<file path="src/rtl/bedc_pkg.sv">
`timescale 1ns / 1ps

package bedc_pkg;

  // Event codes reported per button.
  localparam logic [2:0] EV_NONE   = 3'd0;
  localparam logic [2:0] EV_DOWN   = 3'd1;
  localparam logic [2:0] EV_UP     = 3'd2;
  localparam logic [2:0] EV_HELD   = 3'd3;
  localparam logic [2:0] EV_DOUBLE = 3'd4;

  localparam int unsigned OutButtons = 3;

  localparam logic [15:0] WindowReset = 16'd500;

  typedef struct packed {
    logic [2:0]  button_levels;
    logic [31:0] now_ms;
  } in_t;

  typedef struct packed {
    logic [2:0] left_event;
    logic [2:0] right_event;
    logic [2:0] middle_event;
  } out_t;

endpackage

</file>
<file path="src/rtl/bedc_button.sv">
`timescale 1ns / 1ps

// Edge and click tracking for one button. State moves on when step_i is high.
module bedc_button (
  input  logic        clk_i,
  input  logic        rst_ni,
  input  logic        step_i,
  input  logic        level_i,
  input  logic [31:0] now_i,
  input  logic [15:0] window_i,
  output logic [2:0]  event_o
);
  import bedc_pkg::*;

  logic        prev_q, prev_d;
  logic [1:0]  count_q, count_d;
  logic [31:0] first_q, first_d;
  logic [31:0] elapsed;
  logic        past_window;
  logic        within_window;
  logic [1:0]  count_base;

  assign elapsed       = now_i - first_q;
  assign past_window   = elapsed >= {16'd0, window_i};
  assign within_window = elapsed <= {16'd0, window_i};

  always_comb begin
    event_o    = EV_NONE;
    count_d    = count_q;
    first_d    = first_q;
    prev_d     = level_i;
    count_base = count_q;
    case ({prev_q, level_i})
      2'b01: begin
        event_o = EV_DOWN;
        if (count_q == 2'd1 && past_window) begin
          count_base = 2'd0;
        end
        if (count_base < 2'd2) begin
          count_d = count_base + 2'd1;
        end else begin
          count_d = count_base;
        end
        if (count_d == 2'd1) begin
          first_d = now_i;
        end
      end
      2'b10: begin
        event_o = EV_UP;
        if (count_q == 2'd1) begin
          if (past_window) begin
            count_d = 2'd0;
          end
        end else if (count_q == 2'd2) begin
          if (within_window) begin
            event_o = EV_DOUBLE;
          end
          count_d = 2'd0;
        end
      end
      2'b11: event_o = EV_HELD;
      default: event_o = EV_NONE;
    endcase
  end

  always_ff @(posedge clk_i or negedge rst_ni) begin
    if (!rst_ni) begin
      prev_q  <= 1'b0;
      count_q <= 2'd0;
      first_q <= 32'd0;
    end else if (step_i) begin
      prev_q  <= prev_d;
      count_q <= count_d;
      first_q <= first_d;
    end
  end

endmodule

</file>
<file path="src/rtl/button_edge_double_click_detector_unit.sv">
`timescale 1ns / 1ps
// A poll accepted on the input channel waits in the input register, then moves to the
// result register, which presents it on out_valid_o.
// Throughput: one poll per cycle while out_stall_i is low; the input and result registers
// form a two-stage pipeline, so a new poll is taken while a finished result waits downstream.
// Reset: asynchronous, active low; clears all button history and loads a 500 ms window.

module button_edge_double_click_detector_unit #(
  parameter int unsigned BUTTON_COUNT = 3
) (
  input  logic          clk_i,
  input  logic          rst_ni,
  // Poll input channel.
  input  logic          in_valid_i,
  output logic          in_stall_o,
  input  bedc_pkg::in_t in_data_i,
  // Event output channel.
  output logic          out_valid_o,
  input  logic          out_stall_i,
  output bedc_pkg::out_t out_data_o,
  // Window register write channel.
  input  logic          cfg_valid_i,
  output logic          cfg_ready_o,
  input  logic [15:0]   cfg_data_i
);
  import bedc_pkg::*;

  // Only the first three buttons have a level input and a result field. Any further
  // buttons always see a released level, so they never change state and are not built.
  localparam int unsigned CellCount = (BUTTON_COUNT < OutButtons) ? BUTTON_COUNT : OutButtons;

  logic        in_valid_q;
  in_t         in_q;
  logic        out_valid_q;
  out_t        out_q;
  logic [15:0] window_q;

  logic        advance;
  logic        in_take;
  logic [2:0]  events [OutButtons];

  // The cfg register is always writable; users must write it only while idle (unchecked).
  assign cfg_ready_o = 1'b1;

  always_ff @(posedge clk_i or negedge rst_ni) begin
    if (!rst_ni) begin
      window_q <= WindowReset;
    end else if (cfg_valid_i) begin
      window_q <= cfg_data_i;
    end
  end

  // The poll in the input register moves to the result register whenever the result
  // register is empty or its beat is being taken this cycle. The button state is
  // updated in that same cycle, so each poll sees the history of the one before it.
  assign advance    = in_valid_q && (!out_valid_q || !out_stall_i);
  assign in_stall_o = in_valid_q && !advance;
  assign in_take    = in_valid_i && !in_stall_o;

  always_ff @(posedge clk_i or negedge rst_ni) begin
    if (!rst_ni) begin
      in_valid_q <= 1'b0;
    end else if (in_take) begin
      in_valid_q <= 1'b1;
    end else if (advance) begin
      in_valid_q <= 1'b0;
    end
  end

  always_ff @(posedge clk_i) begin
    if (in_take) begin
      in_q <= in_data_i;
    end
  end

  // One tracker per existing button; the result field of a missing button reads none.
  for (genvar b = 0; b < OutButtons; b++) begin : g_btn
    if (b < CellCount) begin : g_cell
      bedc_button u_button (
        .clk_i    (clk_i),
        .rst_ni   (rst_ni),
        .step_i   (advance),
        .level_i  (in_q.button_levels[b]),
        .now_i    (in_q.now_ms),
        .window_i (window_q),
        .event_o  (events[b])
      );
    end else begin : g_none
      assign events[b] = EV_NONE;
    end
  end

  always_ff @(posedge clk_i or negedge rst_ni) begin
    if (!rst_ni) begin
      out_valid_q <= 1'b0;
    end else if (advance) begin
      out_valid_q <= 1'b1;
    end else if (!out_stall_i) begin
      out_valid_q <= 1'b0;
    end
  end

  always_ff @(posedge clk_i) begin
    if (advance) begin
      out_q.left_event   <= events[0];
      out_q.right_event  <= events[1];
      out_q.middle_event <= events[2];
    end
  end

  assign out_valid_o = out_valid_q;
  assign out_data_o  = out_q;

endmodule

</file>
<file path="config.mk">
export PLATFORM = sky130hd
export DESIGN_NAME = button_edge_double_click_detector_unit
export DESIGN_NICKNAME = d
export VERILOG_FILES = /design/src/rtl/bedc_pkg.sv /design/src/rtl/bedc_button.sv /design/src/rtl/button_edge_double_click_detector_unit.sv
export SDC_FILE = /design/constraint.sdc
export NUM_CORES = 1
export LEC_CHECK = 0
export BUFFER_PORTS_ARGS = -buffer_cell sky130_fd_sc_hd__buf_4
export CAP_MARGIN = 20
export CORE_MARGIN = 2
export CORE_UTILIZATION = 28
export DETAILED_ROUTE_END_ITERATION = 7
export PLACE_DENSITY = 0.42
export SKIP_CTS_REPAIR_TIMING = 1
export SLEW_MARGIN = 0
export SYNTH_ARGS = -nofsm -noshare
export SYNTH_HDL_FRONTEND = slang
export SYNTH_HIERARCHICAL = 1
export SYNTH_SLANG_ARGS = --single-unit
</file>
<file path="constraint.sdc">
create_clock -name clk_i -period 13.7 [get_ports clk_i]
set_input_delay 0.685 -clock clk_i [delete_from_list [all_inputs] [get_ports clk_i]]
set_output_delay 0.685 -clock clk_i [all_outputs]
set_load 0.02 [all_outputs]
</file>
==> results.toml, run 1 <==
[status]
outcome = "completed"

[power]
p_sw_uw = 908
clkPwrFrac_pct = 23.6
power_density_nw_per_um2 = 139
p_leak_nw = 6.86
comb_power_share_pct = 47.0
intPower_mw = 1.26
seq_power_share_pct = 29.4
switching_share_pct = 41.9
vdd_drop_max_v = 0.0000987

[logic_synthesis]
async_reset_ff_share_pct = 73.7
synthTopCellsByArea = "dfrtp_1 (21%), ha_1 (14%), edfxtp_1 (9.5%), mux2_2 (7.9%), inv_1 (4.7%)"
syn_area_um2 = 13900
syn_area_per_cell_um2 = 9.19
ys_top_cells_by_count = "inv_1 (173), ha_1 (153), a21oi_1 (123)"
ys_ff_latch = 167
synth_top_area_cell = "dfrtp_1"
yosys.area_share.adder_pct = 14.2
yosysWarningCount = 6
synth_top_area_share_pct = 21.1
synth.most_common_cell = "inv_1"
synthSimpleGateAreaFrac_pct = 13.7
synth-seq-area-share_pct = 31.8
synth_top_family_by_area = "compound AO/OA/AOI/OAI gates"
synth-compound-area-share_pct = 20.0
synthXorXnorAreaFrac_pct = 4.29
synthCells = 1510
muxShareOfSynthArea_pct = 9.47
syn_nets = 1722
synth_edf_count = 44
yosys_most_used_dff = "dfrtp_1"
ys_types = 85

[run]
cap_violations = 0

[route]
viasPerCell = 5.07
drcViolationCount = 0
wire_per_inst_um = 19.0
vias = 11300
drt_iter0_markers = 573
first_pass_iters = 5
postRouteAntennaNets = 0
wl_um = 42300

[die]
core_um2 = 49000
boundaryPins = 68
die_x_um = 227
die_h_um = 227
start_util_pct = 28.3
rows = 81
dieArea_um2 = 51300

[layout]
n_antenna_cell = 0
area_growth_pct = 12.6
n_fill_cell = 5146
fin_nets = 1756
drive_gt1_share_pct = 16.1

[sta]
rsz0062_at_grt = "false"
fin_ws_ns = 7.86
period_needed_ns = 5.84
max_slew_margin_pct = 34.7
slew_violations = 0
hold_violations = 0
fin_tns_setup_ns = 0
tightest_slew_ns = 0.980
fin_skew_ns = 0.0139
setup_viol_count_final = 0
worst_hold_slack_ns = 0.225
timing.fmax_ghz = 0.171
post-route-period-util_pct = 42.6

[clock_tree]
h-tree-depth = 4
cts.clk_slew.worst_paths_ns = 0.08
clkLatencyLatePin_ns = 0.49
cts_buffers = 17
clock_tree.root_cell = "clkbuf_16"
tritoncts = "yes"
cts.sinks = 167
clockBufferDepth = 2

[grt]
grt_max_degree = 67
grt_pass1_wl_um = 65700
track_usage_pct = 17.1
grt_pass1_vias = 11000
antenna_found_initial = 0
grt_overflow_total = 0

[critical_path]
worstPathCellList = "ha_1, nor2b_1, o2111ai_1, nand2_1, a2111oi_2, xnor2_1, ha_1, a21o_1, a21oi_1, o21ai_0, or4_1, o32a_1, ha_1, nand3_2, mux2_2"
crit_required_ns = 14.07
cp_common_cell = "ha_1"
path_max_fanout = 34
critPathLaunchType = "flip-flop"
cpPeakStageDelay_ns = 0.71
slowest_stage = "a2111oi_2"
cp-end-kind = "flip-flop"
cp.arrival_ns = 6.21
worstSetupPathType = "reg2reg"

[worst_hold_path]
hold_class = "in2async"

[place]
globalplace.congestion = 0.849
dp_slack_ns = 7.94
io_buffers = 66
hpwl_um = 33300
-- worst max-delay path, delay by kind of cell (launching register included) --
family	cells	cell delay (ns)
compound gates	6	2.01
xor+xnor	1	0.17
fa+ha+maj	3	0.94
flops	1	0.51
mux	1	0.41
simple gates	4	1.62
-- placed cells by master (no fill, tap or decap), types with 7 or more instances in the layout --
| cell | count |
|---|---|
| edfxtp_1 | 44 |
| ha_1 | 153 |
| nor2b_1 | 18 |
| nor3_1 | 19 |
| nand2b_1 | 16 |
| o211ai_1 | 21 |
| clkbuf_16 | 17 |
| o2111ai_1 | 7 |
| o21ai_1 | 16 |
| a21oi_1 | 123 |
| nand3_1 | 26 |
| buf_4 | 69 |
| nand2_1 | 93 |
| o21bai_1 | 15 |
| mux2_4 | 10 |
| a21o_1 | 29 |
| nand4_1 | 42 |
| a211oi_1 | 16 |
| o21ai_0 | 72 |
| nor2_1 | 69 |
| and2_1 | 8 |
| dfrtp_1 | 117 |
| a211o_1 | 8 |
| xor2_1 | 29 |
| mux2_2 | 97 |
| xnor2_1 | 39 |
| and3_1 | 16 |
| inv_1 | 173 |
| o31ai_1 | 7 |
| o21a_1 | 22 |
| or4_1 | 7 |
-- registers in the layout, indices dropped and copies added (netlist names) --
name / count
g_btn.g_cell.u_button/first_q: 96
in_q: 35
window_q: 16
out_data_o: 9
g_btn.g_cell.u_button/count_q: 6
g_btn.g_cell.u_button/prev_q: 3
in_valid_q: 1
out_valid_o: 1
-- power by group through the flow --
stage | Clock, mW | Combinational [mW] | Sequential [mW]
after floorplan | 0 | 0.762 | 0.624
after global placement | 0 | 1.01 | 0.648
after detailed placement | 0 | 1.01 | 0.649
after CTS | 0.535 | 1.02 | 0.639
after global routing | 0.552 | 1.14 | 0.647
final | 0.512 | 1.02 | 0.637
-- final cells by class --
type                       instances  area (um^2)  share of cell area [%]
clock inverter                    15          181                    1.16
inverter                         173          649                    4.16
timing repair buffer              71          549                    3.52
clock buffer                      17          425                    2.72
tap                              664          831                    5.32
multi-input combinational       1114         8580                    54.9
sequential                       167         4410                    28.2
-- logic make-up after synthesis --
| logic type | after synthesis |
|---|---|
| flops | 167 |
| mux | 114 |
| other cells | 1 |
| simple gates | 360 |
| buf+inv | 229 |
| xor+xnor | 68 |
| fa+ha+maj | 156 |
| compound gates | 415 |
-- layer usage --
| layer | up-vias | track usage (%) | wire, um |
|---|---|---|---|
| met4 | 0 | 4.92 | 762 |
| met2 | 156 | 28.2 | 20100 |
| met5 | - | 0 | 0 |
| met3 | 31 | 2.77 | 1140 |
| li1 | 5562 | - | - |
| met1 | 5503 | 22.9 | 20300 |
-- per-stage QoR --
| step | std cells | total power [mW] | util [%] | cell area (um^2) |
|---|---|---|---|---|
| after global placement | 2188 | 1.66 | 30.6 | 15000 |
| final | 2221 | 2.17 | 31.9 | 15600 |
| after CTS | 2220 | 2.19 | 31.9 | 15600 |
| after floorplan | 1510 | 1.39 | - | 13900 |
| after detailed placement | 2188 | 1.66 | 30.6 | 15000 |
| after global routing | 2221 | 2.34 | 31.9 | 15600 |
-- worst paths after layout --
kind                          startpoint                                    to  slack (ns)  cells after the start
setup / recovery                 in_q[2]  g_btn[2].g_cell.u_button/first_q[27]        7.86                     15
hold / removal                    rst_ni  g_btn[1].g_cell.u_button/first_q[27]        0.23                      1
setup reg to reg                 in_q[2]  g_btn[2].g_cell.u_button/first_q[27]        7.86                     15
hold reg to reg               in_valid_q                           out_valid_o        0.47                      1
max in group asynchronous         rst_ni  g_btn[0].g_cell.u_button/first_q[26]       12.16                      2
min in group clk_i         in_data_i[20]                              in_q[20]        0.36                      1
No activity file was read; power rests on OpenSTA's default activity.
==> run 2: changes to the inputs <==
ABC_AREA = 1   (was unset)
clock period = 5.8 ns   (was 13.7 ns; I/O delays follow)
==> run 2 against run 1 <==
Net effect:
- register-to-register slack got worse by 6.8 ns
- first-iteration DRC count increased by 21%
- non-clock buffer count increased by 44
- worst hold slack lost 0.20 ns
- clock power up 120%
- highest routed layer unchanged
==> results.toml, run 2 <==
[critical_path]
cp.buffers_inverters = 5
path_max_fanout = 40
cp-end-kind = "flip-flop"
worstSetupPathType = "reg2reg"
slowest_stage = "nand4_1"
critPathLaunchType = "flip-flop"
cp.arrival_ns = 5.09
crit_family = "simple AND/OR/NAND/NOR gates"
crit_required_ns = 6.17
cpPeakStageDelay_ns = 0.57

[place]
io_buffers = 66
dpl.cell_count = 3018
globalplace.congestion = 0.889
hpwl_um = 39700

[die]
rows = 85
dieArea_um2 = 56100
die_x_um = 237
start_util_pct = 28.3
core_um2 = 53700
die_h_um = 237
boundaryPins = 68

[sta]
max_slew_margin_pct = 36.4
fin_tns_setup_ns = 0
setup_viol_count_final = 0
timing.fmax_ghz = 0.212
hold_violations = 0
rsz0062_at_grt = "false"
worst_hold_slack_ns = 0.0216
period_needed_ns = 4.73
tightest_slew_ns = 0.949
post-route-period-util_pct = 81.5
fin_skew_ns = 0.0126
slew_violations = 0

[layout]
largestRegisters = "g_btn.g_cell.u_button/first_q x96, in_q x35, window_q x16"
final_common_cell = "nand2_1"
n_antenna_cell = 0
top_register = "g_btn.g_cell.u_button/first_q"
final_cell_mix = "nand2_1 (620), inv_1 (450), nor2_1 (239)"
area_growth_pct = 15.0
largest_reg_flops = 96
fin_nets = 2591
drive_gt1_share_pct = 11.9
stdcell_count = 3088

[route]
viasPerCell = 4.47
wire_per_inst_um = 15.3
postRouteAntennaNets = 0
drt_iter0_markers = 691
first_pass_iters = 5
wl_um = 47300
vias = 13800
drcViolationCount = 0

[logic_synthesis]
synth.most_common_cell = "nand2_1"
ys_top_cells_by_count = "nand2_1 (620), inv_1 (451), nor2_1 (239)"
ys_types = 47
synth_top_area_share_pct = 19.3
yosysWarningCount = 6
syn_nets = 2482
synthCells = 2270
synth_top_area_cell = "dfrtp_1"
syn_area_per_cell_um2 = 6.69
ys_ff_latch = 167
async_reset_ff_share_pct = 73.7
synth_edf_count = 44
synthTopCellsByArea = "dfrtp_1 (19%), nand2_1 (15%), ha_1 (13%), inv_1 (11%), edfxtp_1 (8.7%)"
syn_area_um2 = 15200
yosys_most_used_dff = "dfrtp_1"
synth-seq-area-share_pct = 29.0

[clock_tree]
cts.sinks = 167
h-tree-depth = 4
cts_buffers = 17
clock_tree.root_cell = "clkbuf_16"
clockBufferDepth = 2
clkLatencyLatePin_ns = 0.49
tritoncts = "yes"
cts.clk_slew.worst_paths_ns = 0.07

[worst_hold_path]
hold_class = "in2reg"

[grt]
grt_pass1_wl_um = 74100
grt_overflow_total = 0
grt_max_degree = 68
track_usage_pct = 17.4
antenna_found_initial = 0
grt_pass1_vias = 13800

[power]
power_density_nw_per_um2 = 519
vdd_drop_max_v = 0.000188
p_leak_nw = 9.52

[status]
outcome = "completed"

[run]
cap_violations = 0
run 2: cell type report:
type,instances,area (um^2)
well taps,696,871
multi-input cells,1580,8780
fillers,5850,36200
clock inverters,14,115
repair buffers,115,975
clock buffers,18,439
inverters,498,1870
flip-flops and latches,167,4410
run 2: per-stage QoR:
step | setup slack, ns | util (%) | area, um^2 | total power, mW
floorplan | 2.22 | - | 15200 | 6.38
global placement | 1.07 | 30.8 | 16500 | 7.96
detailed placement | 1.01 | 30.8 | 16500 | 8.00
CTS | 0.982 | 31.8 | 17100 | 9.18
global route | 0.613 | 32.5 | 17500 | 10.1
finish | 1.07 | 32.5 | 17500 | 9.06
run 2: per-layer routing:
metal	global-route usage (%)	vias up	wire, um
li1	-	7280	-
met1	21.2	6315	21600
met2	30.4	154	23000
met3	2.86	62	1080
met4	6.96	0	1530
met5	0	-	0
run 2: kinds of logic after synthesis:
logic type / Yosys count / synth area share [%]
multiplexers: 3 / 0.223
AND/OR/NAND/NOR: 1113 / 32.0
other: 1 / 0.0247
AO/OA/AOI/OAI: 258 / 9.78
buffers and inverters: 523 / 13.1
XOR/XNOR: 49 / 2.83
adder cells (fa/ha/maj): 156 / 13.0
flip-flops: 167 / 29.0
run 2: report_power, final:
part	internal [mW]	switching, mW	total [mW]
registers	1.61	0.188	1.79
clock network	0.568	0.544	1.11
logic	2.16	3.99	6.15
run 2: worst min-delay path, cell delays in order:
cell,delay (ns)
buf_4,0.07
nand2_1,0.04
o21ai_0,0.06
run 2: worst paths after layout:
| check | from | endpoint | slack, ns | cells past startpoint |
|---|---|---|---|---|
| max reg2reg | in_q[9] | g_btn[0].g_cell.u_button/first_q[3] | 1.07 | 26 |
| max in group asynchronous | rst_ni | g_btn[2].g_cell.u_button/first_q[10] | 4.10 | 3 |
| min | cfg_data_i[3] | window_q[3] | 0.02 | 3 |
| min in group asynchronous | rst_ni | g_btn[0].g_cell.u_button/count_q[0] | 0.33 | 2 |
| max | in_q[9] | g_btn[0].g_cell.u_button/first_q[3] | 1.07 | 26 |
| min reg2reg | in_valid_q | out_valid_o | 0.49 | 2 |
